File: src/rtl/clmd_pkg.sv
// Shared types and constants for the cross local maximum detector.
// Used by every module of the block; depends on nothing.
`timescale 1ns / 1ps
`default_nettype none

package clmd_pkg;

	localparam int MAX_WIDTH_DEF  = 1024;
	localparam int PIXEL_BITS_DEF = 16;
	localparam int MAX_HEIGHT     = 1024;

	localparam int DIM_BITS     = 11;
	localparam int ROW_BITS     = 10;
	localparam int COL_OUT_BITS = 10;
	localparam int DIM_MIN      = 3;
	localparam int DIM_RESET    = 5;

	localparam int QUEUE_DEPTH = 4;
	localparam int QUEUE_AW    = $clog2(QUEUE_DEPTH);

	// register indexes of the configuration port
	localparam logic REG_FRAME_WIDTH  = 1'b0;
	localparam logic REG_FRAME_HEIGHT = 1'b1;

	// one classified pixel: up to two reports, the interior one for the row above
	typedef struct packed {
		logic                    int_v;
		logic                    int_flag;
		logic                    bor_v;
		logic [ROW_BITS-1:0]     row;
		logic [COL_OUT_BITS-1:0] col;
	} job_t;

endpackage

`default_nettype wire

File: src/rtl/clmd_back.sv
// Back end: expands each job into one or two results and holds them in the
// output register. Depends on clmd_pkg.
`timescale 1ns / 1ps
`default_nettype none

module clmd_back (
	input  wire logic                               clk,
	input  wire logic                               arst_n,
	input  wire logic                               head_v,
	input  wire clmd_pkg::job_t                     head_job,
	output logic                                    pop,
	output logic                                    out_valid,
	input  wire logic                               out_ready,
	output logic [clmd_pkg::ROW_BITS-1:0]           out_row,
	output logic [clmd_pkg::COL_OUT_BITS-1:0]       out_col,
	output logic                                    is_local_max,
	output logic                                    last_of_run
);

	localparam int RW = clmd_pkg::ROW_BITS;

	logic                              out_v_q, pend_v_q;
	logic [RW-1:0]                     row_q, pend_row_q;
	logic [clmd_pkg::COL_OUT_BITS-1:0] col_q, pend_col_q;
	logic                              flag_q, last_q;
	logic                              out_free;

	assign out_free = !out_v_q || out_ready;
	assign pop      = out_free && !pend_v_q && head_v;

	assign out_valid    = out_v_q;
	assign out_row      = row_q;
	assign out_col      = col_q;
	assign is_local_max = flag_q;
	assign last_of_run  = last_q;

	always_ff @(posedge clk or negedge arst_n) begin
		if (!arst_n) begin
			out_v_q  <= 1'b0;
			pend_v_q <= 1'b0;
		end else if (out_free) begin
			priority if (pend_v_q) begin
				out_v_q  <= 1'b1;
				pend_v_q <= 1'b0;
			end else if (head_v) begin
				out_v_q  <= 1'b1;
				pend_v_q <= head_job.int_v && head_job.bor_v;
			end else begin
				out_v_q <= 1'b0;
			end
		end
	end

	// interior report first (row above), border report of the pixel after it
	always_ff @(posedge clk) begin
		if (out_free) begin
			priority if (pend_v_q) begin
				row_q  <= pend_row_q;
				col_q  <= pend_col_q;
				flag_q <= 1'b0;
				last_q <= 1'b1;
			end else if (head_v) begin
				col_q      <= head_job.col;
				pend_row_q <= head_job.row;
				pend_col_q <= head_job.col;
				if (head_job.int_v) begin
					row_q  <= head_job.row - RW'(1);
					flag_q <= head_job.int_flag;
					last_q <= !head_job.bor_v;
				end else begin
					row_q  <= head_job.row;
					flag_q <= 1'b0;
					last_q <= 1'b1;
				end
			end
		end
	end

endmodule

`default_nettype wire

File: config.mk
export PLATFORM = sky130hd
export DESIGN_NAME = clmd_back
export DESIGN_NICKNAME = d
export VERILOG_FILES = /design/src/rtl/clmd_pkg.sv /design/src/rtl/clmd_back.sv
export SDC_FILE = /design/constraint.sdc
export NUM_CORES = 1
export LEC_CHECK = 0
export ABC_AREA = 1
export CAP_MARGIN = 40
export CORE_AREA = 2 2 64 66
export DETAILED_ROUTE_END_ITERATION = 12
export DIE_AREA = 0 0 66 68
export DONT_BUFFER_PORTS = 1
export GPL_ROUTABILITY_DRIVEN = 0
export PLACE_DENSITY = 0.66
export SYNTH_ARGS = -nofsm -noshare
export SYNTH_HDL_FRONTEND = slang
export SYNTH_SLANG_ARGS = --single-unit
File: constraint.sdc
create_clock -name clk -period 4.1 [get_ports clk]
set_input_delay 0.82 -clock clk [delete_from_list [all_inputs] [get_ports clk]]
set_output_delay 0.82 -clock clk [all_outputs]
set_load 0.005 [all_outputs]
### After elaboration in Yosys (flattened, before gate mapping)

Cells that the tools add are included.

| storage, ports and cells | value |
|---|---|
| bits in registers | 44 |

| operators by class | value |
|---|---|
| bitwise operators | 1 |
| multiplexer cells | 13 |
| reduce and logical (&&, ||, !) cells | 10 |
| add/subtract/negate cells | 1 |

Operators with widths:

| operator | number |
|---|---|
| 10-bit 2-to-1 mux | 5 |
| 10-bit by 1-bit subtractor with 10-bit output, second input constant | 1 |
| 1-bit 2-to-1 mux | 8 |
| 1-bit logical AND | 3 |
| 1-bit zero test | 3 |
| 3-bit AND reduction | 1 |
| 2-bit AND reduction | 1 |
| 2-bit nonzero test | 1 |
| 1-bit logical OR | 1 |
| 1-bit NOT | 1 |

### Logic depth before layout (Yosys ltp)

Gate-level depths: netlist of the first run.

| depth | value |
|---|---|
| depth after elaboration | 4 |
| depth in mapped cells | 9 |
| gate-level depth less buffers | 9 |

### Worst setup path after synthesis of the first run

Ideal clock, no wire load.

| timing | value |
|---|---|
| path kind | input to register |
| start | input out_ready |
| end | register flag_q (netlist: is_local_max) (enable) |
| slack | 1706 ps |
| data arrival time | 1985 ps |
| data required time | 3692 ps |
| cell stages on the path | 2 |
| cells stage by stage | inv_1 -> a21oi_1 |

| between the ends | value |
|---|---|
| longest elaborated chain between the ends | 2 |

Ends and longest elaborated chain:

| what | RTL line | source |
|---|---|---|
| from (decl) | clmd_back.sv:13 | `input wire logic out_ready,` |
| 1-bit logical OR | clmd_back.sv:28 | `assign out_free = !out_v_q \|\| out_ready;` |
| 2-bit AND reduction (no line) | - |  |
| to (signal assigned) | clmd_back.sv:68 | `flag_q <= head_job.int_flag;` |
| to (decl) | clmd_back.sv:25 | `logic flag_q, last_q;` |

No other way between the ends.
A chain may end at the register's enable or synchronous reset.

### Worst setup path in the final report of the first run

| timing | value |
|---|---|
| start | register pend_v_q |
| end | output pop |

| between the ends | value |
|---|---|
| longest elaborated chain between the ends | 3 |

Ends and longest elaborated chain:

| what | RTL line | source |
|---|---|---|
| from (decl) | clmd_back.sv:22 | `logic out_v_q, pend_v_q;` |
| from (signal assigned) | clmd_back.sv:47 | `pend_v_q <= head_job.int_v && head_job.bor_v;` |
| 1-bit zero test | clmd_back.sv:29 | `assign pop = out_free && !pend_v_q && head_v;` |
| 1-bit logical AND (2 in a row) | clmd_back.sv:29 |  |
| to (decl) | clmd_back.sv:11 | `output logic pop,` |

No other way between the ends.

==> impl_metrics.yaml, run 1 <==
job:
  max_cap_violation_count: 0
power:
  netSwitchingFraction_pct: 21.2
  power.switching_uw: 198
  comb_power_share_pct: 6.7
  vdd_drop_max_mv: 0.150
  clkPwrFrac_pct: 34.1
  cellLeakagePower_nw: 0.790
  intPower_uw: 736
  post-layout-total-power_uw: 934
  power.sequential.fraction_pct: 59.2
  power-per-cell-area_mw_per_mm2: 460
critical_path:
  r2r-end: "out_col[7]"
  worstPathRequired_ps: 3280
  critPathTopFamily: "flip-flops"
  max_stage_delay_ps: 860
  worst-path-max-fanout: 25
  r2r_setup_slack_ps: 1970
  startpoint_type: "register"
  worstPathArrival_ps: 1350
  worstRegToRegCells: 3
  reg2reg_from: "pend_v_q"
  crit_path_start: "pend_v_q"
  critical_path.cell_chain: "nor2_1"
  worstPathBufferInverterCount: 0
  cp.depth: 1
  crit_path_end: "pop"
  setup.worst_path.class: "register to output port"
  cp_slowest_cell: "dfrtp_1"
  timing.critical_path.to_type: "output port"
placement:
  io_buffers: 0
  placed_cells_incl_taps: 214
  dpl.hpwl_mm: 2.53
cts:
  tritoncts.num_buffers: 5
  cts_hold_buffers_added: 0
  h-tree-depth: 2
  clk_transition_reported_paths_ps: 80
  cts_tree: "built"
  root_buffer_selected_by_cts: "clkbuf_8"
  max-clock-path-buffers: 2
  postCtsResizedCells: 0
  post-cts-setup-buffer-count: 0
  numClockSinks: 44
  worstSkewPairLatency_ps: 290
synthesis:
  yosysSeqAreaShare_pct: 70.6
  number_of_unique_standard_cell_types_used_by_synthesis: 24
  synth.cell_area_mm2: 0.00186
  synthesis.instances: 167
  synth-warning-count: 0
  yosys-top-cells-count: "nand2_1, edfxtp_1, nor2_1"
  synth_area_leader_cell: "edfxtp_1"
  synth_top_area_share_pct: 67.9
  synth-main-ff-cell: "edfxtp_1"
  synth-seq-cells: 44
  postSynthAreaPerCell_um2: 11.1
  asyncSetResetFlopFracSynth_pct: 4.55
  ys_top_cells_by_area: "edfxtp_1, nand2_1, nand3_1, nor2_1, dfrtp_1"
  syn_nets: 195
  synth-edff-count: 42
  synthMostInstantiatedCell: "nand2_1"
timing:
  finalSetupViolations: 0
  tightest_slew_ps: 793
  fin_crit_ps: 2170
  finalCritPeriodShare_pct: 52.9
  timing.clock.skew_ps: 6.35
  tns_ps: 0
  slew_violations: 0
  final_hold_viol_count: 0
  timing.fmax_mhz: 461
  relSlewSlack_pct: 47.1
  rsz0062_at_grt: "false"
detailed_routing:
  detail-route-antenna-nets: 0
  drt_pass1_iterations: 4
  vias_per_cell: 5.35
  route.vias.total: 1188
  detail_route.wirelength_mm: 3.50
  detailedRoute.firstIterationViolations: 105
  residual_drc_count: 0
  wl_per_cell_um: 15.8
grt:
  groute.layer.met2.usage_pct: 30.6
  grt_overflow_total: 0
  grt_first_pass_wirelength_mm: 5.75
  globalRouteTotalUtil_pct: 17.5
  groute.layer.met3.usage_pct: 6.09
  gr-max-usage-layer: "met2"
  first_global_vias: 1200
  maximum_number_of_pins_on_one_net_before_global_route_repair: 26
  antenna_found_initial: 0
  use_met1_pct: 20.0
die:
  io-pin-count: 51
  die-width_um: 66
  core.rowCount: 23
  effective_utilization_at_floorplan_pct: 48.2
  die_height_um: 68
  fp.coreArea_mm2: 0.00386
  die-area_mm2: 0.00449
final_layout:
  multi_input_area_um2: 485
  filler_cell_count: 347
  layout.cells.non_filler: 222
  insertedDiodeCount: 0
  area_delta_synth_final_pct: 9.29
  finish.utilization_pct: 52.7
  final_net_count: 199
  fraction_of_layout_instances_using_a_drive_strength_above_1_pct: 9.30
  layout.area.seq_mm2: 0.00131
worst_hold_path:
  type_of_the_most_critical_hold_path: "input pin to asynchronous set/reset pin"
run_status:
  run_status: "finished, final reports clean"
-- logic make-up after synthesis --
| kind of cell | Yosys count | share of synthesized area, % |
|---|---|---|
| AND/OR/NAND/NOR | 95 | 21.3 |
| AO/OA/AOI/OAI | 11 | 3.30 |
| XOR/XNOR | 1 | 0.471 |
| buffers and inverters | 15 | 3.64 |
| adder cells (fa/ha/maj) | 1 | 0.673 |
| flip-flops | 44 | 70.6 |
-- layer usage --
metal  vias up  share of wire (%)
li1        569                  -
met1       557                 41
met2        48                 50
met3        14                6.8
met4         0                1.9
met5         -                  0
-- placed cells by master (no fill, tap or decap), types with 2 or more instances in the layout --
cell and instances:
clkbuf_8 5, a31oi_1 2, edfxtp_1 42, inv_1 9, a21oi_1 2, nor2_2 2, nand2_1 63, o21ai_0 4
dfrtp_1 2, nand3_1 11, nor2_1 13
-- state kept, by name (all words and copies together), names as in the netlist --
name and count:
out_col 10, out_row 10, pend_col_q 10, pend_row_q 10
is_local_max 1, last_of_run 1, out_valid 1, pend_v_q 1
-- worst min path at each step --
stage	slack, ps	cells after the start	endpoint	from
6_report	210	0	pend_v_q	arst_n
5_1_grt	190	0	out_valid	arst_n
4_1_cts	200	0	pend_v_q	arst_n
3_5_place_dp	510	2	out_col[2]	pend_col_q[2]
3_3_place_gp	500	2	out_col[0]	pend_col_q[0]
2_1_floorplan	490	2	out_row[8]	pend_row_q[8]
-- cell type report --
type / instances / area share, %
multi-input cells: 108 / 23.9
clock inverters: 2 / 1.73
well taps: 50 / 3.08
inverters: 10 / 1.85
clock buffers: 6 / 3.57
flip-flops and latches: 44 / 64.6
repair buffers: 2 / 1.29
-- power groups by stage --
stage	clock network, mW	logic (mW)	registers (mW)
after floorplan	0	0.0495	0.556
after global placement	0	0.0548	0.563
after detailed placement	0	0.0626	0.564
after CTS	0.328	0.0628	0.553
after global routing	0.344	0.0714	0.557
final	0.319	0.0621	0.553
-- per-stage QoR --
step                      cell area, µm²  worst slack (ps)  hold WS, ps
final                               2030              1930          208
after global routing                2030              1810          186
after CTS                           2030              1940          201
after detailed placement            1920              1990          509
after global placement              1900              1890          503
after floorplan                     1860              1710          491
No activity file was read; power rests on OpenSTA's default activity.
==> run 2: changes to the inputs <==
- PLACE_DENSITY: 0.66 -> 0.69
- clock period: 4.1 -> 1.9 ns (I/O delays scaled with it)
==> impl_metrics.yaml, run 2 (synthesis gave the netlist of run 1 again) <==
power:
  intPower_mw: 1.49
  cellLeakagePower_nw: 0.802
  power.sequential.fraction_pct: 62.2
  vdd_drop_max_mv: 0.510
  netSwitchingFraction_pct: 21.7
  power-per-cell-area_mw_per_mm2: 935
  clkPwrFrac_pct: 30.3
  power.switching_uw: 414
  comb_power_share_pct: 7.5
timing:
  timing.clock.skew_ps: 2.24
  tightest_slew_ps: 356
  finalSetupViolations: 0
  fin_crit_ps: 1480
  timing.fmax_mhz: 677
  final_hold_viol_count: 0
  fin_ws_ps: 423
  tns_ps: 0
  slew_violations: 0
  finalCritPeriodShare_pct: 77.7
  rsz0062_at_grt: "false"
  relSlewSlack_pct: 76.3
cts:
  numClockSinks: 44
  post-cts-setup-buffer-count: 0
  tritoncts.num_buffers: 5
  max-clock-path-buffers: 2
  cts_hold_buffers_added: 1
  postCtsResizedCells: 0
  worstSkewPairLatency_ps: 280
  root_buffer_selected_by_cts: "clkbuf_8"
  clk_transition_reported_paths_ps: 80
  cts_tree: "built"
  h-tree-depth: 2
critical_path:
  worst-path-max-fanout: 3
  worstPathRequired_ps: 1520
  timing.critical_path.to_type: "output port"
  r2r-end: "out_row[7]"
  worstRegToRegCells: 4
  reg2reg_from: "pend_v_q"
  startpoint_type: "register"
  r2r_setup_slack_ps: 530
  worstPathArrival_ps: 1100
  setup.worst_path.class: "register to output port"
detailed_routing:
  detail-route-antenna-nets: 0
  vias_per_cell: 5.18
  detailedRoute.firstIterationViolations: 83
  wl_per_cell_um: 14.5
  drt_pass1_iterations: 4
  residual_drc_count: 0
  detail_route.wirelength_mm: 3.27
  route.vias.total: 1171
worst_hold_path:
  worstHoldPathCells: 0
  worst_hold_path.endpoint: "pend_col_q[2]"
  hold_startpoint: "head_job[2]"
  type_of_the_most_critical_hold_path: "input pin to register"
final_layout:
  finish.utilization_pct: 52.8
  insertedDiodeCount: 0
  final_net_count: 203
  layout_commonest_cell: "nand2_1"
  layout.area.seq_mm2: 0.00131
  fraction_of_layout_instances_using_a_drive_strength_above_1_pct: 11.4
  most_used_cells_in_the_layout_excluding_fill_and_tap_cells: "nand2_1, edfxtp_1, nor2_1, nand3_1, inv_1"
  multi_input_area_um2: 485
  filler_cell_count: 349
  area_delta_synth_final_pct: 9.63
die:
  die_height_um: 68
  core.rowCount: 23
  die-area_mm2: 0.00449
  effective_utilization_at_floorplan_pct: 48.2
  fp.coreArea_mm2: 0.00386
  die-width_um: 66
  io-pin-count: 51
job:
  max_cap_violation_count: 0
grt:
  antenna_found_initial: 0
  grt_overflow_total: 0
  maximum_number_of_pins_on_one_net_before_global_route_repair: 23
  grt_first_pass_wirelength_mm: 5.40
  first_global_vias: 1196
  globalRouteTotalUtil_pct: 16.3
placement:
  dpl.hpwl_mm: 2.43
  preCtsSetupSlack_ps: 443
  io_buffers: 0
run_status:
  run_status: "finished, final reports clean"
run 2: cell count changes in the layout (fill, tap and decap cells not counted), sizes merged:
| cell | delta |
|---|---|
| dlygate4sd3 | +1 |
| bufinv | -1 |
| buf | +3 |
| clkinv | +1 |
run 2: area by class of cell:
class / instances / area share (%)
Clock buffer: 6 / 4.05
Clock inverter: 2 / 0.491
Inverter: 10 / 1.84
Multi-Input combinational cell: 108 / 23.8
Sequential cell: 44 / 64.4
Tap cell: 50 / 3.07
Timing Repair Buffer: 6 / 2.33
run 2: power groups by stage:
stage | registers (mW) | clock network (mW) | logic, mW
global route | 1.19 | 0.630 | 0.170
global placement | 1.21 | 0 | 0.139
detailed placement | 1.21 | 0 | 0.144
finish | 1.18 | 0.577 | 0.143
CTS | 1.19 | 0.599 | 0.147
floorplan | 1.20 | 0 | 0.109
run 2: worst max-delay path by stage:
stage | start | endpoint
after floorplan | pend_v_q | is_local_max
after global placement | head_job[10] | out_row[6]
after detailed placement | head_job[10] | out_row[6]
after CTS | out_valid | pop
after global routing | out_valid | pop
final | out_valid | pop
run 2: stage by stage:
stage / cell area, µm² / hold slack, ps / cells / power [mW]
after global routing: 2040 / 164 / 226 / 1.99
final: 2040 / 184 / 226 / 1.90
after detailed placement: 1930 / 84.5 / 217 / 1.35
after global placement: 1930 / 84.5 / 217 / 1.34
after CTS: 2040 / 172 / 226 / 1.93
after floorplan: 1860 / 84.4 / 167 / 1.31
run 2: worst max-delay path, stage by stage (launching register included):
cell and delay [ps]:
dfrtp_1 420, nand2_1 120, nand2_1 100, nor2_1 170
run 2: per-layer routing:
| metal | GRT usage (%) | wire length (µm) | part of all wire [%] |
|---|---|---|---|
| met1 | 17.5 | 1210 | 37 |
| met2 | 28.9 | 1740 | 53 |
| met5 | 0 | 0 | 0 |
| met4 | 5.36 | 47 | 1.4 |
| met3 | 7.24 | 278 | 8.5 |
==> run 3: changes to the inputs <==
- clock period: 1.9 -> 1.3 ns (I/O delays scaled with it)
==> impl_metrics.yaml, run 3 (synthesis gave the netlist of run 1 again) <==
detailed_routing:
  detail_route.wirelength_mm: 3.34
  route.vias.total: 1185
  detail-route-antenna-nets: 0
  wl_per_cell_um: 14.5
  residual_drc_count: 0
  drt_pass1_iterations: 4
  vias_per_cell: 5.15
  detailedRoute.firstIterationViolations: 73
final_layout:
  area_delta_synth_final_pct: 15.4
  fraction_of_layout_instances_using_a_drive_strength_above_1_pct: 15.6
  layout.cells.non_filler: 230
  multi_input_area_um2: 508
  filler_cell_count: 335
  most_used_cells_in_the_layout_excluding_fill_and_tap_cells: "nand2_1, edfxtp_1, nor2_1, nand3_1, inv_1"
  layout.area.seq_mm2: 0.00131
  insertedDiodeCount: 0
  layout_commonest_cell: "nand2_1"
  final_net_count: 207
run_status:
  run_status: "finished, final reports clean"
grt:
  use_met1_pct: 19.6
  first_global_vias: 1181
  globalRouteTotalUtil_pct: 16.9
  groute.layer.met3.usage_pct: 7.24
  antenna_found_initial: 0
  grt_overflow_total: 0
  gr-max-usage-layer: "met2"
  maximum_number_of_pins_on_one_net_before_global_route_repair: 23
  grt_first_pass_wirelength_mm: 5.46
  groute.layer.met2.usage_pct: 27.3
cts:
  root_buffer_selected_by_cts: "clkbuf_8"
  tritoncts.num_buffers: 5
  numClockSinks: 44
  cts_tree: "built"
  h-tree-depth: 2
  worstSkewPairLatency_ps: 290
  max-clock-path-buffers: 2
  clk_transition_reported_paths_ps: 80
critical_path:
  r2r-end: "pend_row_q[2]"
  r2r_setup_slack_ps: 60
  critical_path.cell_chain: "nand2_2, nand2_2, nor2_2"
  worstPathRequired_ps: 1040
  reg2reg_from: "pend_v_q"
  worstPathArrival_ps: 1010
  worst-path-max-fanout: 3
  cp_slowest_cell: "dfrtp_1"
  path_common_cell: "nand2_2"
  max_stage_delay_ps: 400
  startpoint_type: "register"
  timing.critical_path.to_type: "output port"
  setup.worst_path.class: "register to output port"
  worstPathBufferInverterCount: 0
  critPathTopFamily: "flip-flops"
  worstRegToRegCells: 3
placement:
  preCtsSetupSlack_ps: -15.2
  io_buffers: 0
  placed_cells_incl_taps: 220
  dpl.hpwl_mm: 2.42
timing:
  whs_ps: 60.5
  timing.clock.skew_ps: 7.10
  rsz0062_at_grt: "true"
  slew_violations: 0
  fin_crit_ps: 1270
  final_hold_viol_count: 0
  tightest_slew_ps: 369
  finalSetupViolations: 0
  relSlewSlack_pct: 75.3
  finalCritPeriodShare_pct: 97.8
  fin_ws_ps: 29.2
  timing.fmax_mhz: 787
  tns_ps: 0
die:
  core.rowCount: 23
  die_height_um: 68
  effective_utilization_at_floorplan_pct: 48.2
  die-area_mm2: 0.00449
  io-pin-count: 51
  die-width_um: 66
  fp.coreArea_mm2: 0.00386
power:
  power.switching_uw: 627
  clkPwrFrac_pct: 33.4
  cellLeakagePower_nw: 0.838
  netSwitchingFraction_pct: 21.0
  post-layout-total-power_mw: 2.99
  vdd_drop_max_mv: 0.752
  power-per-cell-area_mw_per_mm2: 1390
  intPower_mw: 2.36
  comb_power_share_pct: 8.6
  power.sequential.fraction_pct: 58.0
worst_hold_path:
  worstHoldPathCells: 0
  worst_hold_path.endpoint: "pend_col_q[3]"
  hold_startpoint: "head_job[3]"
  type_of_the_most_critical_hold_path: "input pin to register"
job:
  max_cap_violation_count: 0
==> run 3: changes by cell type in the layout (fill, tap and decap cells not counted), moves of 2 or more <==
cell,previous run,this run
nand2_1,63,61
nor2_1,13,11
buf_12,0,3
nand2_2,1,3
==> run 3: what timing repair did <==
| action | in CTS | in global routing |
|---|---|---|
| endpoints found under the setup margin | 1 | 2 |
| hold endpoints to repair | 2 | 0 |
| hold buffers | 1 | 0 |
| buffers inserted | 1 | 0 |
| gates resized for setup | 0 | 2 |
==> run 3: worst max path at each step <==
stage	cells after the start	end	slack (ps)	start
2_1_floorplan	3	pend_col_q[0]	-20	pend_v_q
3_3_place_gp	9	out_row[6]	30	head_job[10]
3_5_place_dp	9	out_row[6]	-20	head_job[10]
4_1_cts	3	pop	30	out_valid
5_1_grt	3	pop	-20	out_valid
6_report	3	pop	30	out_valid
==> run 3: routing by layer <==
layer  vias up  part of all wire, %  wire length (µm)
met5         -                    0                 0
met4         0                  1.6                54
met1       546                   42              1390
met2        44                   50              1660
li1        590                    -                 -
met3         5                  7.2               242
==> run 3: final cells by class <==
cell class	count	area share [%]
inverter	10	1.75
timing repair buffer	10	5.37
tap	50	2.92
clock inverter	2	1.63
clock buffer	6	3.39
sequential	44	61.2
multi-input combinational	108	23.7
==> run 3: through the flow <==
| step | util, % | instance area [µm²] |
|---|---|---|
| after floorplan | - | 1900 |
| after global placement | 52.2 | 2010 |
| after detailed placement | 52.2 | 2010 |
| after CTS | 55.5 | 2140 |
| after global routing | 55.6 | 2140 |
| final | 55.6 | 2140 |
==> run 3: power groups by stage <==
stage	clock network [mW]	registers, mW	logic [mW]
floorplan	0	1.75	0.174
global placement	0	1.76	0.239
detailed placement	0	1.77	0.249
CTS	1.02	1.73	0.259
global route	1.09	1.74	0.294
finish	0.998	1.73	0.257
