--- config.mk ---
export PLATFORM = sky130hd
export DESIGN_NAME = clmd_queue
export DESIGN_NICKNAME = d
export VERILOG_FILES = /design/src/rtl/clmd_pkg.sv /design/src/rtl/clmd_queue.sv
export SDC_FILE = /design/constraint.sdc
export NUM_CORES = 1
export LEC_CHECK = 0
export BUFFER_PORTS_ARGS = -buffer_cell sky130_fd_sc_hd__buf_2
export CAP_MARGIN = 20
export CELL_PAD_IN_SITES_DETAIL_PLACEMENT = 0
export CELL_PAD_IN_SITES_GLOBAL_PLACEMENT = 1
export CORE_ASPECT_RATIO = 1.2
export CORE_MARGIN = 2
export CORE_UTILIZATION = 50
export CTS_CLUSTER_DIAMETER = 60
export CTS_CLUSTER_SIZE = 10
export DETAILED_ROUTE_END_ITERATION = 12
export PLACE_DENSITY = 0.82
export SYNTH_ARGS = -nofsm -noshare
export SYNTH_HDL_FRONTEND = slang
export SYNTH_SLANG_ARGS = --single-unit
--- constraint.sdc ---
create_clock -name clk -period 3.2 [get_ports clk]
set_clock_uncertainty 0.2 [all_clocks]
set_input_delay 0.8 -clock clk [delete_from_list [all_inputs] [get_ports clk]]
set_output_delay 0.8 -clock clk [all_outputs]
set_load 0.01 [all_outputs]
--- src/rtl/clmd_pkg.sv ---
// Shared types and constants for the cross local maximum detector.
// Used by every module of the block; depends on nothing.
`timescale 1ns / 1ps
`default_nettype none

package clmd_pkg;

	localparam int MAX_WIDTH_DEF  = 1024;
	localparam int PIXEL_BITS_DEF = 16;
	localparam int MAX_HEIGHT     = 1024;

	localparam int DIM_BITS     = 11;
	localparam int ROW_BITS     = 10;
	localparam int COL_OUT_BITS = 10;
	localparam int DIM_MIN      = 3;
	localparam int DIM_RESET    = 5;

	localparam int QUEUE_DEPTH = 4;
	localparam int QUEUE_AW    = $clog2(QUEUE_DEPTH);

	// register indexes of the configuration port
	localparam logic REG_FRAME_WIDTH  = 1'b0;
	localparam logic REG_FRAME_HEIGHT = 1'b1;

	// one classified pixel: up to two reports, the interior one for the row above
	typedef struct packed {
		logic                    int_v;
		logic                    int_flag;
		logic                    bor_v;
		logic [ROW_BITS-1:0]     row;
		logic [COL_OUT_BITS-1:0] col;
	} job_t;

endpackage

`default_nettype wire

--- src/rtl/clmd_queue.sv ---
// Short job queue between front and back end.
// Depends on clmd_pkg for the job type and depth.
`timescale 1ns / 1ps
`default_nettype none

module clmd_queue (
	input  wire logic           clk,
	input  wire logic           arst_n,
	input  wire logic           push,
	input  wire clmd_pkg::job_t push_job,
	output logic                full,
	input  wire logic           pop,
	output logic                head_v,
	output clmd_pkg::job_t      head_job
);

	localparam int QA = clmd_pkg::QUEUE_AW;

	clmd_pkg::job_t fifo_q [clmd_pkg::QUEUE_DEPTH];
	logic [QA-1:0]  wr_ptr_q, rd_ptr_q;
	logic [QA:0]    count_q;

	assign full     = (count_q == (QA+1)'(clmd_pkg::QUEUE_DEPTH));
	assign head_v   = (count_q != '0);
	assign head_job = fifo_q[rd_ptr_q];

	always_ff @(posedge clk or negedge arst_n) begin
		if (!arst_n) begin
			wr_ptr_q <= '0;
			rd_ptr_q <= '0;
			count_q  <= '0;
		end else begin
			if (push) begin
				wr_ptr_q <= wr_ptr_q + QA'(1);
			end
			if (pop) begin
				rd_ptr_q <= rd_ptr_q + QA'(1);
			end
			unique case ({push, pop})
				2'b10:   count_q <= count_q + (QA+1)'(1);
				2'b01:   count_q <= count_q - (QA+1)'(1);
				default: count_q <= count_q;
			endcase
		end
	end

	always_ff @(posedge clk) begin
		if (push) begin
			fifo_q[wr_ptr_q] <= push_job;
		end
	end

endmodule

`default_nettype wire

=== Yosys cells after proc, flatten, opt, wreduce, memory -nomap -nowiden ===
Memory sizes are Yosys's and may differ from the RTL's.
Index checks and enable logic that the tools add are counted.

* Logic and storage cells: 16
* Output and inout bits: 25
* Memory bits (writable): 92
* Flip-flop bits (word level): 7
* Memories kept: 1
* Input bits: 27

* Equal/unequal tests: 3
* Reduce and logical (&&, ||, !) cells: 2
* Add/sub/neg operators: 4
* Muxes and demuxes: 3

{| class="wikitable"
|+ Memories
! name !! depth !! bits a word !! read ports !! clocked after Yosys merged registers in !! wr ports !! RTL line !! text
|-
| fifo_q || 4 || 23 || 1 || 0 || 1 || clmd_queue.sv:19 || <nowiki>clmd_pkg::job_t fifo_q [clmd_pkg::QUEUE_DEPTH];</nowiki>
|}

{| class="wikitable"
|+ Operators by type and width
! operator !! number
|-
| $pmux W3 S2 || 1
|-
| $add A2 B1 Y2 const B || 2
|-
| $add A3 B1 Y3 const B || 1
|-
| $eq A3 B3 Y1 const B || 1
|-
| $reduce_bool A3 Y1 || 1
|-
| $sub A3 B1 Y3 const B || 1
|-
| $eq A2 B1 Y1 const B || 1
|-
| $eq A2 B2 Y1 const B || 1
|-
| $mux W1 || 2
|-
| $reduce_bool A2 Y1 || 1
|}

=== Longest topological paths before layout ===
Gate-level depths: netlist (run 1).

* Depth after elaboration: 2
* Gate-level depth with buffers: 6
* Depth with buffers taken out: 6

=== Worst setup path after synthesis (run 1) ===
Ideal clock, no wire load.

* Path kind: register to output
* Start point: register rd_ptr_q[0]
* End point: output port head_job[10] (netlist bit)
* Stages on the path, launching flop included: 4
* Data required time: 2200 ps
* Arrival: 1129 ps
* Slack: 1071 ps
* Path buffers: 2
* Cells stage by stage: dfrtp_1 buf_6 buf_12 mux4_2

{| class="wikitable"
|+ RTL lines
! what !! RTL line !! text
|-
| start, declared || clmd_queue.sv:20 || <nowiki>logic [QA-1:0] wr_ptr_q, rd_ptr_q;</nowiki>
|-
| start signal, assigned || clmd_queue.sv:37 || <nowiki>rd_ptr_q <= rd_ptr_q + QA'(1);</nowiki>
|-
| end, declared || clmd_queue.sv:14 || <nowiki>output clmd_pkg::job_t head_job</nowiki>
|}

==> impl_summary.txt, run 1 <==
----------------------------------------------------
[STA]
  Slew at the pin closest to its max-slew limit ... 0.446 ns
  Period Utilization, post-route ... 0.897
  Total negative slack ... 0 ns
  Clock period minus worst slack ... 2.87 ns
  Count of pins over their slew limit ... 0
  Endpoints failing hold ... 0
  Final-report setup violation count ... 0
  Setup repair after global routing missed its margin ... no
  Maximum frequency from static timing analysis ... 0.348 GHz
  Worst-case headroom to the max-slew limit ... 0.703

[Floorplan]
  Area of the die ... 8220 um^2
  Width of the die ... 83.1 um
  Num ports ... 52
  Height of the chip ... 98.9 um
  Starting utilization of the core area ... 0.516
  Placement Rows ... 34
  CORE AREA ... 7270 um^2

[Clock network]
  Hold_buf cts ... 0
  Cells resized by post-CTS repair ... 0
  Clock Sink Count ... 99
  TritonCTS clock tree ... built
  Number of buffers on the longest clock path ... 2
  Clk Latency, worst-skew pair ... 0.33 ns
  Master cell of the clock root buffer ... sky130_fd_sc_hd__clkbuf_8
  TritonCTS Buffers ... 9
  Clock-pin transition on the worst setup and hold timing paths ... 0.09 ns
  Setup fix buffers added after clock tree synthesis ... 0
  Maximum level of the CTS H-tree ... 3

[Placed design]
  Port Buffers ... 51
  Final HPWL from detailed placement ... 3790 um
  Final weighted congestion of routability-driven global placement ... 0.701

[Final layout]
  Fill cell instance count of the final layout ... 526
  Number of antenna repair diodes ... 0
  Synthesis-to-layout area growth ... 15.1%
  Final Util ... 0.594
  Share of post-route cells with drive strength above 1 ... 0.407
  Layout Nets ... 249

[Setup path]
  WP data required ... 2.20 ns
  Reg-to-reg setup timing slack ... 1.29 ns
  Critical path peak fanout ... 14
  Endpoint of the most critical register-to-register path ... fifo_q[2][10]$_DFFE_PP_
  Arr. time, crit path ... 1.87 ns
  Depth of the worst register-to-register path ... 4
  R2R Path Start ... wr_ptr_q[0]$_DFFE_PN0P_
  Start point of the critical path ... rd_ptr_q[0]$_DFFE_PN0P_
  Category of the most critical setup path ... reg2out
  Endpoint class of the critical path ... output port
  Startpoint type of the worst setup path ... register

[Status]
  Result of the run ... finished, final reports clean

[Global route]
  Antenna violations before repair ... 0
  First-pass GRT wire length ... 9010 um
  Via count of the first global-routing pass ... 1,714
  Largest net degree at the start of global routing ... 22
  Global-route congestion overflow total ... 0
  Global-route usage over all layers ... 0.150

[Power and ir drop]
  Net switching share of the total power ... 0.278
  Cell internal power dissipation ... 0.00268 W
  Peak supply drop ... 0.444 mV
  Combinational share of power ... 0.290
  Static leakage power ... 1.54 nW
  Power dissipated by switching net loads ... 0.00104 W
  Power share of the clock group ... 0.218
  Power density cells ... 860 nW/um^2
  Register share of total power ... 0.492

[Synthesis]
  Most frequent cells after synthesis ... 92 x sky130_fd_sc_hd__edfxtp_1, 18 x sky130_fd_sc_hd__mux4_2, 7 x sky130_fd_sc_hd__dfrtp_1
  Synth top area cells ... sky130_fd_sc_hd__edfxtp_1 74%, sky130_fd_sc_hd__mux4_2 11%, sky130_fd_sc_hd__dfrtp_1 4.7%
  Synthesized instance count ... 154
  Most repeated cell in the gate-level netlist after synthesis ... sky130_fd_sc_hd__edfxtp_1
  Number of synthesized flops with an enable pin ... 92
  Synth Register Bits ... 99
  Share of flip-flops with an asynchronous set or reset ... 0.0707
  Dominant cell type by area after synthesis ... sky130_fd_sc_hd__edfxtp_1
  Share of the yosys chip area belonging to registers ... 0.783
  Share of the synthesized area in the top cell type ... 0.736
  Yosys Warn Count ... 0
  Post-synthesis area per instance ... 24.4 um^2
  Synth Flop Type ... sky130_fd_sc_hd__edfxtp_1
  Mapped Nets ... 187
  Total standard cell area after synthesis ... 3750 um^2
  Number of different library cells in the post-synthesis netlist ... 19

[Routing]
  Final WL ... 5690 um
  Detail-routed net length per standard cell ... 18.3 um
  Count of TritonRoute iterations in the first routing pass ... 4
  Post-route ant nets ... 0
  Number of vias per cell after detailed routing ... 5.32
  Detailed-route via count ... 1,653
  Remaining routing DRC violations ... 0
  Starting DRC count in detailed routing ... 53

[Worst hold path]
  Hold crit path type ... in2async

[Flow run]
  Max-cap violations ... 0

----------------------------------------------------
-- registers in the layout, indices dropped and copies added (netlist names) --
name      flops
count_q       3
fifo_q       92
rd_ptr_q      2
wr_ptr_q      2
-- power groups by stage --
stage / Sequential (W) / Clock [W] / Combinational, W
after floorplan: 0.00179 / 0 / 0.000824
after global placement: 0.00185 / 0 / 0.00109
after detailed placement: 0.00186 / 0 / 0.00110
after CTS: 0.00184 / 0.000829 / 0.00111
after global routing: 0.00186 / 0.000876 / 0.00117
final: 0.00183 / 0.000811 / 0.00108
-- metrics by stage --
step                      hold slack, ns  setup slack, ns  cell area (um^2)  total power [W]  std cells
final                             0.0805            0.330              4320          0.00372        311
after global routing              0.0654            0.217              4320          0.00391        311
after CTS                         0.0675            0.275              4320          0.00377        311
after detailed placement           0.291            0.660              4110          0.00297        295
after global placement             0.283            0.675              4110          0.00294        295
after floorplan                    0.247             1.07              3750          0.00261        154
-- layout make-up --
cell class                      count  area (um^2)  share of cell area
Clock inverter                      6         80.1              0.0185
Tap cell                           90          113              0.0261
Inverter                            3         11.3             0.00261
Timing Repair Buffer               57          313              0.0724
Clock buffer                       10          128              0.0295
Multi-Input combinational cell     46          738               0.171
Sequential cell                    99         2940               0.680
-- layout by cell type, fill, tap and decap left out, types with 3 or more instances in the layout --
cell,n
sky130_fd_sc_hd__inv_1,3
sky130_fd_sc_hd__buf_4,5
sky130_fd_sc_hd__ha_1,5
sky130_fd_sc_hd__mux4_2,18
sky130_fd_sc_hd__clkbuf_8,9
sky130_fd_sc_hd__xor2_1,3
sky130_fd_sc_hd__dfrtp_1,6
sky130_fd_sc_hd__edfxtp_1,92
sky130_fd_sc_hd__mux4_1,5
sky130_fd_sc_hd__xnor2_1,3
sky130_fd_sc_hd__and2_1,4
sky130_fd_sc_hd__buf_2,51
-- layer usage --
metal  global-route usage  share of wire  routed length, um
met5                    0              0                  0
met4               0.0858          0.023                131
met1                0.184           0.41               2330
met2                0.249           0.53               3000
met3               0.0302          0.040                226
-- critical path: stages (launching register included) --
cell,delay (ns)
sky130_fd_sc_hd__dfrtp_2,0.60
sky130_fd_sc_hd__buf_12,0.22
sky130_fd_sc_hd__mux4_1,0.56
sky130_fd_sc_hd__buf_2,0.15
-- worst max path at each step --
stage / to / cells past startpoint
2_1_floorplan: head_job[10] / 3
3_3_place_gp: head_job[3] / 3
3_5_place_dp: head_job[3] / 3
4_1_cts: head_job[3] / 3
5_1_grt: head_job[3] / 3
6_report: head_job[3] / 3
-- cells by family after synthesis --
kind of cell,after synthesis,share of synthesized area
DFF,99,0.783
muxes,24,0.146
and+or+nand+nor,9,0.0133
AOI/OAI and AO/OA,1,0.00133
xor gates and xnor gates,6,0.0140
buffers and inverters,9,0.0207
adders and majority gates,6,0.0220
Note: power is estimated with default switching activity, not from simulation.
==> run 2, diff against run 1 <==
- HOLD_SLACK_MARGIN: default -> 0.1
==> run 2 against run 1 <==
Against the previous run:
- via count rose by 1.0%
- first-iteration DRC count rose by 9.4%
- total power barely moved
- sequential share of layout area fell by 0.16 points
- non-clock buffer count rose by 1
- sequential power barely moved
==> impl_summary.txt, run 2 (synthesized netlist as in run 1, its figures left out) <==
----------------------------------------------------
[Status]
  Result of the run ... finished, final reports clean (unchanged)

[Power and ir drop]
  Static leakage power ... 1.54 nW (about the same)
  Power share of the clock group ... 0.218 (about the same)
  Power dissipated by switching net loads ... 0.00103 W (was 0.00104 W)
  Power density cells ... 858 nW/um^2 (was 860 nW/um^2)
  Register share of total power ... 0.492 (about the same)
  Total power draw ... 0.00372 W (about the same)
  Peak supply drop ... 0.443 mV (was 0.444 mV)
  Combinational share of power ... 0.290 (about the same)
  Cell internal power dissipation ... 0.00268 W (about the same)
  Net switching share of the total power ... 0.278 (about the same)

[Clock network]
  Clock-pin transition on the worst setup and hold timing paths ... 0.09 ns (about the same)
  Master cell of the clock root buffer ... sky130_fd_sc_hd__clkbuf_8 (unchanged)
  Cells resized by post-CTS repair ... 0 (unchanged)
  Maximum level of the CTS H-tree ... 3 (unchanged)
  Clock Sink Count ... 99 (unchanged)
  Clk Latency, worst-skew pair ... 0.33 ns (about the same)
  TritonCTS Buffers ... 9 (unchanged)
  Number of buffers on the longest clock path ... 2 (unchanged)
  TritonCTS clock tree ... built (unchanged)

[STA]
  Setup repair after global routing missed its margin ... no (unchanged)
  Worst-case headroom to the max-slew limit ... 0.703 (about the same)
  Period Utilization, post-route ... 0.897 (about the same)
  Final-report setup violation count ... 0 (unchanged)
  Total negative slack ... 0 ns (unchanged)
  Slew at the pin closest to its max-slew limit ... 0.446 ns (about the same)
  Count of pins over their slew limit ... 0 (unchanged)
  Endpoints failing hold ... 0 (unchanged)
  Maximum frequency from static timing analysis ... 0.348 GHz (about the same)
  Clock period minus worst slack ... 2.87 ns (about the same)

[Floorplan]
  Placement Rows ... 34 (unchanged)
  Height of the chip ... 98.9 um (unchanged)
  Width of the die ... 83.1 um (unchanged)
  Area of the die ... 8220 um^2 (unchanged)
  CORE AREA ... 7270 um^2 (unchanged)
  Num ports ... 52 (unchanged)
  Starting utilization of the core area ... 0.516 (unchanged)

[Final layout]
  Commonest non-fill, non-tap cell in the layout ... sky130_fd_sc_hd__edfxtp_1 (unchanged)
  Share of post-route cells with drive strength above 1 ... 0.405 (was 0.407)
  Final Util ... 0.595 (was 0.594)
  Number of antenna repair diodes ... 0 (unchanged)
  Layout Nets ... 250 (was 249)
  Number of flip-flops in the largest register ... 92 (unchanged)
  Reg with most FFs ... fifo_q (unchanged)
  Most frequent cells in the layout ... 92 x sky130_fd_sc_hd__edfxtp_1, 51 x sky130_fd_sc_hd__buf_2, 18 x sky130_fd_sc_hd__mux4_2 (unchanged)
  Synthesis-to-layout area growth ... 15.4% (was 15.1%)
  Largest registers ranked by flip-flop count ... fifo_q x92, count_q x3 (unchanged)

[Routing]
  Number of vias per cell after detailed routing ... 5.35 (was 5.32)
  Post-route ant nets ... 0 (unchanged)
  Detail-routed net length per standard cell ... 18.3 um (about the same)
  Remaining routing DRC violations ... 0 (unchanged)
  Starting DRC count in detailed routing ... 58 (was 53)
  Detailed-route via count ... 1,670 (was 1,653)
  Final WL ... 5700 um (was 5690 um)
  Count of TritonRoute iterations in the first routing pass ... 4 (unchanged)

[Setup path]
  Endpoint class of the critical path ... output port (unchanged)
  Setup crit end ... head_job[3] (unchanged)
  Category of the most critical setup path ... reg2out (unchanged)
  Cell family with most CP delay ... flip-flops (unchanged)
  Endpoint of the most critical register-to-register path ... fifo_q[2][10]$_DFFE_PP_ (unchanged)
  Depth of the worst register-to-register path ... 4 (unchanged)
  Cell-by-cell trace of the critical path ... buf_12 -> mux4_1 -> buf_2 (unchanged)
  R2R Path Start ... wr_ptr_q[0]$_DFFE_PN0P_ (unchanged)
  Longest individual stage delay on the worst path ... 0.60 ns (about the same)
  Number of gates on the worst path with buffers counted ... 3 (unchanged)
  Start point of the critical path ... rd_ptr_q[0]$_DFFE_PN0P_ (unchanged)
  Reg-to-reg setup timing slack ... 1.29 ns (about the same)
  Startpoint type of the worst setup path ... register (unchanged)
  WP data required ... 2.20 ns (about the same)
  Slowest library cell on the worst path ... sky130_fd_sc_hd__dfrtp_2 (unchanged)
  Critical path peak fanout ... 14 (unchanged)
  Count of buffering cells on the critical path with inverters included ... 2 (unchanged)
  Arr. time, crit path ... 1.87 ns (about the same)

[Placed design]
  Port Buffers ... 51 (unchanged)
  Final HPWL from detailed placement ... 3790 um (unchanged)
  Final weighted congestion of routability-driven global placement ... 0.701 (unchanged)

[Global route]
  First-pass GRT wire length ... 9050 um (was 9010 um)
  Antenna violations before repair ... 0 (unchanged)
  Global-route usage over all layers ... 0.150 (about the same)
  Via count of the first global-routing pass ... 1,726 (was 1,714)
  Largest net degree at the start of global routing ... 22 (unchanged)
  Global-route congestion overflow total ... 0 (unchanged)

[Worst hold path]
  Hold crit path type ... reg2reg (was in2async)

[Flow run]
  Max-cap violations ... 0 (unchanged)

----------------------------------------------------
[run 2: cell count changes in the layout (fill, tap and decap cells not counted), sizes merged]
| cell | before | now |
|---|---|---|
| dlygate4sd3 | 0 | 1 |
[run 2: power by group through the flow]
stage | registers [W] | logic, W | clock network [W]
2_1_floorplan | 0.00179 | 0.000824 | 0
3_3_place_gp | 0.00185 | 0.00109 | 0
3_5_place_dp | 0.00186 | 0.00110 | 0
4_1_cts | 0.00184 | 0.00111 | 0.000829
5_1_grt | 0.00186 | 0.00117 | 0.000876
6_report | 0.00183 | 0.00108 | 0.000812
[run 2: how the worst min path moves through the flow]
stage	cells after the start	end	slack (ns)	from
after floorplan	1	count_q[2]$_DFFE_PN0P_	0.25	count_q[2]$_DFFE_PN0P_
after global placement	1	count_q[2]$_DFFE_PN0P_	0.28	count_q[2]$_DFFE_PN0P_
after detailed placement	1	count_q[2]$_DFFE_PN0P_	0.29	count_q[2]$_DFFE_PN0P_
after global routing	1	count_q[2]$_DFFE_PN0P_	0.34	count_q[2]$_DFFE_PN0P_
after CTS	1	count_q[2]$_DFFE_PN0P_	0.31	count_q[2]$_DFFE_PN0P_
final	1	count_q[2]$_DFFE_PN0P_	0.30	count_q[2]$_DFFE_PN0P_
[run 2: metrics by stage]
stage | instance area, um^2 | cells | hold WS [ns] | worst slack, ns
finish | 4330 | 312 | 0.304 | 0.329
CTS | 4330 | 312 | 0.308 | 0.275
global placement | 4110 | 295 | 0.283 | 0.675
global route | 4330 | 312 | 0.338 | 0.217
detailed placement | 4110 | 295 | 0.291 | 0.660
floorplan | 3750 | 154 | 0.247 | 1.07
[run 2: what timing repair did]
| item | CTS | global route |
|---|---|---|
| hold buffers | 1 | 0 |
| setup buffers | 0 | 0 |
| hold endpoints to repair | 7 | 0 |
[run 2: worst reg2reg max path, cell delays in order, from the launching register on]
cell	delay, ns
sky130_fd_sc_hd__dfrtp_1	0.43
sky130_fd_sc_hd__inv_1	0.11
sky130_fd_sc_hd__ha_1	0.14
sky130_fd_sc_hd__and2_1	0.39
sky130_fd_sc_hd__buf_4	0.34
[run 2: routing by layer]
metal / GRT usage / part of all wire / up-vias / wire (um)
met4: 0.0858 / 0.023 / 0 / 131
li1: - / - / 756 / -
met2: 0.251 / 0.53 / 46 / 3020
met5: 0 / 0 / - / 0
met1: 0.184 / 0.41 / 857 / 2320
met3: 0.0302 / 0.041 / 11 / 233
[run 2: cell type report]
class	count	area [um^2]
Tap cell	90	113
Multi-Input combinational cell	46	738
Sequential cell	99	2940
Fill cell	525	2940
Inverter	3	11.3
Timing Repair Buffer	58	323
Clock buffer	10	128
Clock inverter	6	80.1
==> run 3, diff against run 2 <==
- CORE_UTILIZATION: 50 -> 49
- PLACE_DENSITY: 0.82 -> 0.81
- clock period: 3.2 -> 2.7 ns (I/O delays scaled with it)
==> run 3 against run 2 <==
Against the previous run:
- critical path depth unchanged
- combinational power up 27%
- clock power up 27%
- hold slack worse by 0.0079 ns
- largest power group unchanged
- sequential share of layout area down 1.0 points
- first-iteration DRC count up 21%
- final area up 1.6%
- register-to-register slack worse by 0.29 ns
- routed wire length up 1.6%
- count of clock-buffer cells in the layout up 2
==> impl_summary.txt, run 3 (synthesized netlist as in run 1, its figures left out) <==
----------------------------------------------------
[Status]
  Result of the run ... finished, final reports clean (unchanged)

[Clock network]
  Master cell of the clock root buffer ... sky130_fd_sc_hd__clkbuf_8 (unchanged)
  TritonCTS Buffers ... 9 (unchanged)
  Cells resized by post-CTS repair ... 0 (unchanged)
  TritonCTS clock tree ... built (unchanged)
  Clock Sink Count ... 99 (unchanged)
  Clk Latency, worst-skew pair ... 0.35 ns (was 0.33 ns)
  Clock-pin transition on the worst setup and hold timing paths ... 0.09 ns (about the same)
  Maximum level of the CTS H-tree ... 3 (unchanged)
  Number of buffers on the longest clock path ... 2 (unchanged)

[Global route]
  Via count of the first global-routing pass ... 1,736 (was 1,726)
  First-pass GRT wire length ... 9000 um (was 9050 um)
  Global-route usage over all layers ... 0.152 (was 0.150)
  Antenna violations before repair ... 0 (unchanged)
  Largest net degree at the start of global routing ... 24 (was 22)
  Global-route congestion overflow total ... 0 (unchanged)

[STA]
  Period Utilization, post-route ... 0.949
  Maximum frequency from static timing analysis ... 0.390 GHz
  Total negative slack ... 0 ns (unchanged)
  Final-report setup violation count ... 0 (unchanged)
  Worst-case headroom to the max-slew limit ... 0.765 (was 0.703)
  Endpoints failing hold ... 0 (unchanged)
  Setup repair after global routing missed its margin ... no (unchanged)
  Slew at the pin closest to its max-slew limit ... 0.352 ns (was 0.446 ns)
  Clock period minus worst slack ... 2.56 ns
  Count of pins over their slew limit ... 0 (unchanged)

[Final layout]
  Storage element area ... 2940 um^2 (unchanged)
  Reg with most FFs ... fifo_q (unchanged)
  Largest registers ranked by flip-flop count ... fifo_q x92, count_q x3 (unchanged)
  Synthesis-to-layout area growth ... 17.2% (was 15.4%)
  Multi-input gate area in the final layout ... 738 um^2 (unchanged)
  Layout Nets ... 253 (was 250)
  Most frequent cells in the layout ... 92 x sky130_fd_sc_hd__edfxtp_1, 51 x sky130_fd_sc_hd__buf_2, 18 x sky130_fd_sc_hd__mux4_2 (unchanged)
  Number of antenna repair diodes ... 0 (unchanged)
  Number of flip-flops in the largest register ... 92 (unchanged)
  Share of post-route cells with drive strength above 1 ... 0.422 (was 0.405)
  Final Util ... 0.598 (was 0.595)
  Commonest non-fill, non-tap cell in the layout ... sky130_fd_sc_hd__edfxtp_1 (unchanged)
  Fill cell instance count of the final layout ... 525 (unchanged)

[Routing]
  Detailed-route via count ... 1,665 (was 1,670)
  Post-route ant nets ... 0 (unchanged)
  Final WL ... 5800 um (was 5700 um)
  Starting DRC count in detailed routing ... 70 (was 58)
  Count of TritonRoute iterations in the first routing pass ... 4 (unchanged)
  Remaining routing DRC violations ... 0 (unchanged)
  Number of vias per cell after detailed routing ... 5.29 (was 5.35)
  Detail-routed net length per standard cell ... 18.4 um (was 18.3 um)

[Floorplan]
  Starting utilization of the core area ... 0.510 (was 0.516)
  CORE AREA ... 7360 um^2 (was 7270 um^2)
  Placement Rows ... 34 (unchanged)
  Num ports ... 52 (unchanged)
  Width of the die ... 83.9 um (was 83.1 um)
  Height of the chip ... 99.9 um (was 98.9 um)
  Area of the die ... 8380 um^2 (was 8220 um^2)

[Setup path]
  Longest individual stage delay on the worst path ... 0.56 ns (was 0.60 ns)
  Critical path peak fanout ... 19 (was 14)
  Cell family with most CP delay ... multiplexers (was flip-flops)
  Cell-by-cell trace of the critical path ... buf_12 -> mux4_1 -> buf_2 (unchanged)
  Endpoint of the most critical register-to-register path ... fifo_q[2][22]$_DFFE_PP_ (was fifo_q[2][10]$_DFFE_PP_)
  Count of buffering cells on the critical path with inverters included ... 2 (unchanged)
  Arr. time, crit path ... 1.69 ns (was 1.87 ns)
  Number of gates on the worst path with buffers counted ... 3 (unchanged)
  Endpoint class of the critical path ... output port (unchanged)
  R2R Path Start ... wr_ptr_q[0]$_DFFE_PN0P_ (unchanged)
  Slowest library cell on the worst path ... sky130_fd_sc_hd__mux4_1 (was sky130_fd_sc_hd__dfrtp_2)
  Reg-to-reg setup timing slack ... 1.00 ns (was 1.29 ns)
  Startpoint type of the worst setup path ... register (unchanged)
  Category of the most critical setup path ... reg2out (unchanged)
  WP data required ... 1.82 ns (was 2.20 ns)
  Depth of the worst register-to-register path ... 4 (unchanged)

[Power and ir drop]
  Static leakage power ... 1.58 nW (was 1.54 nW)
  Peak supply drop ... 0.748 mV (was 0.443 mV)
  Power density cells ... 1030 nW/um^2 (was 858 nW/um^2)

[Placed design]
  Final HPWL from detailed placement ... 3790 um (about the same)
  Port Buffers ... 51 (unchanged)
  Final weighted congestion of routability-driven global placement ... 0.659 (was 0.701)

[Worst hold path]
  Terminating pin of the worst hold path ... count_q[2]$_DFFE_PN0P_ (unchanged)
  Hold crit path type ... reg2reg (unchanged)
  Hold path startpoint ... count_q[2]$_DFFE_PN0P_ (unchanged)
  Hold path cells ... 1 (unchanged)

[Flow run]
  Max-cap violations ... 0 (unchanged)

----------------------------------------------------
## run 3: cell types whose count changed in the layout (fill, tap and decap cells not counted)
cell                       before  now
sky130_fd_sc_hd__buf_4          5    6
sky130_fd_sc_hd__buf_12         1    3
sky130_fd_sc_hd__clkbuf_8       9   11
sky130_fd_sc_hd__clkinv_1       2    0
## run 3: power by group
part / switching [W] / total [W] / internal [W]
clock network: 0.000457 / 0.00103 / 0.000571
registers: 0.000125 / 0.00214 / 0.00202
logic: 0.000670 / 0.00137 / 0.000700
total: 0.00125 / 0.00454 / 0.00329
## run 3: per-layer routing
| metal | wire, um | GRT usage | vias up | share of wire |
|---|---|---|---|---|
| met5 | 0 | 0 | - | 0 |
| met4 | 123 | 0.0856 | 0 | 0.021 |
| met3 | 281 | 0.0411 | 9 | 0.048 |
| met2 | 2950 | 0.253 | 46 | 0.51 |
| met1 | 2440 | 0.180 | 843 | 0.42 |
| li1 | - | - | 767 | - |
## run 3: what timing repair did
item / CTS / global route
setup buffers: 2 / 0
hold endpoints to repair: 7 / 0
endpoints found under the setup margin: 1 / 0
hold buffers: 1 / 0
## run 3: final cells by class
| type | count | area share |
|---|---|---|
| inverters | 3 | 0.00256 |
| flip-flops and latches | 99 | 0.668 |
| clock inverters | 4 | 0.0165 |
| repair buffers | 61 | 0.0842 |
| multi-input cells | 46 | 0.168 |
| clock buffers | 12 | 0.0353 |
| well taps | 90 | 0.0256 |
## run 3: how the worst max path moves through the flow
stage / start / end / slack, ns
2_1_floorplan: rd_ptr_q[0]$_DFFE_PN0P_ / head_job[10] / 0.70
3_3_place_gp: rd_ptr_q[0]$_DFFE_PN0P_ / head_job[3] / 0.41
3_5_place_dp: rd_ptr_q[0]$_DFFE_PN0P_ / head_job[3] / 0.39
4_1_cts: rd_ptr_q[0]$_DFFE_PN0P_ / head_job[3] / 0.11
5_1_grt: rd_ptr_q[0]$_DFFE_PN0P_ / head_job[3] / 0.05
6_report: rd_ptr_q[0]$_DFFE_PN0P_ / head_job[3] / 0.14
## run 3: worst reg2reg max path, stage by stage, from the launching register on
cell and delay (ns):
sky130_fd_sc_hd__dfrtp_1 0.43, sky130_fd_sc_hd__inv_1 0.10, sky130_fd_sc_hd__ha_1 0.13, sky130_fd_sc_hd__and2_1 0.32, sky130_fd_sc_hd__buf_12 0.22
## run 3: through the flow
stage	hold slack (ns)	worst slack, ns	instances	total power [W]	area (um^2)
final	0.296	0.137	315	0.00454	4400
after global routing	0.323	0.0548	315	0.00477	4400
after floorplan	0.179	0.696	154	0.00310	3750
after global placement	0.280	0.405	296	0.00353	4150
after CTS	0.299	0.112	315	0.00460	4400
after detailed placement	0.280	0.392	296	0.00356	4150
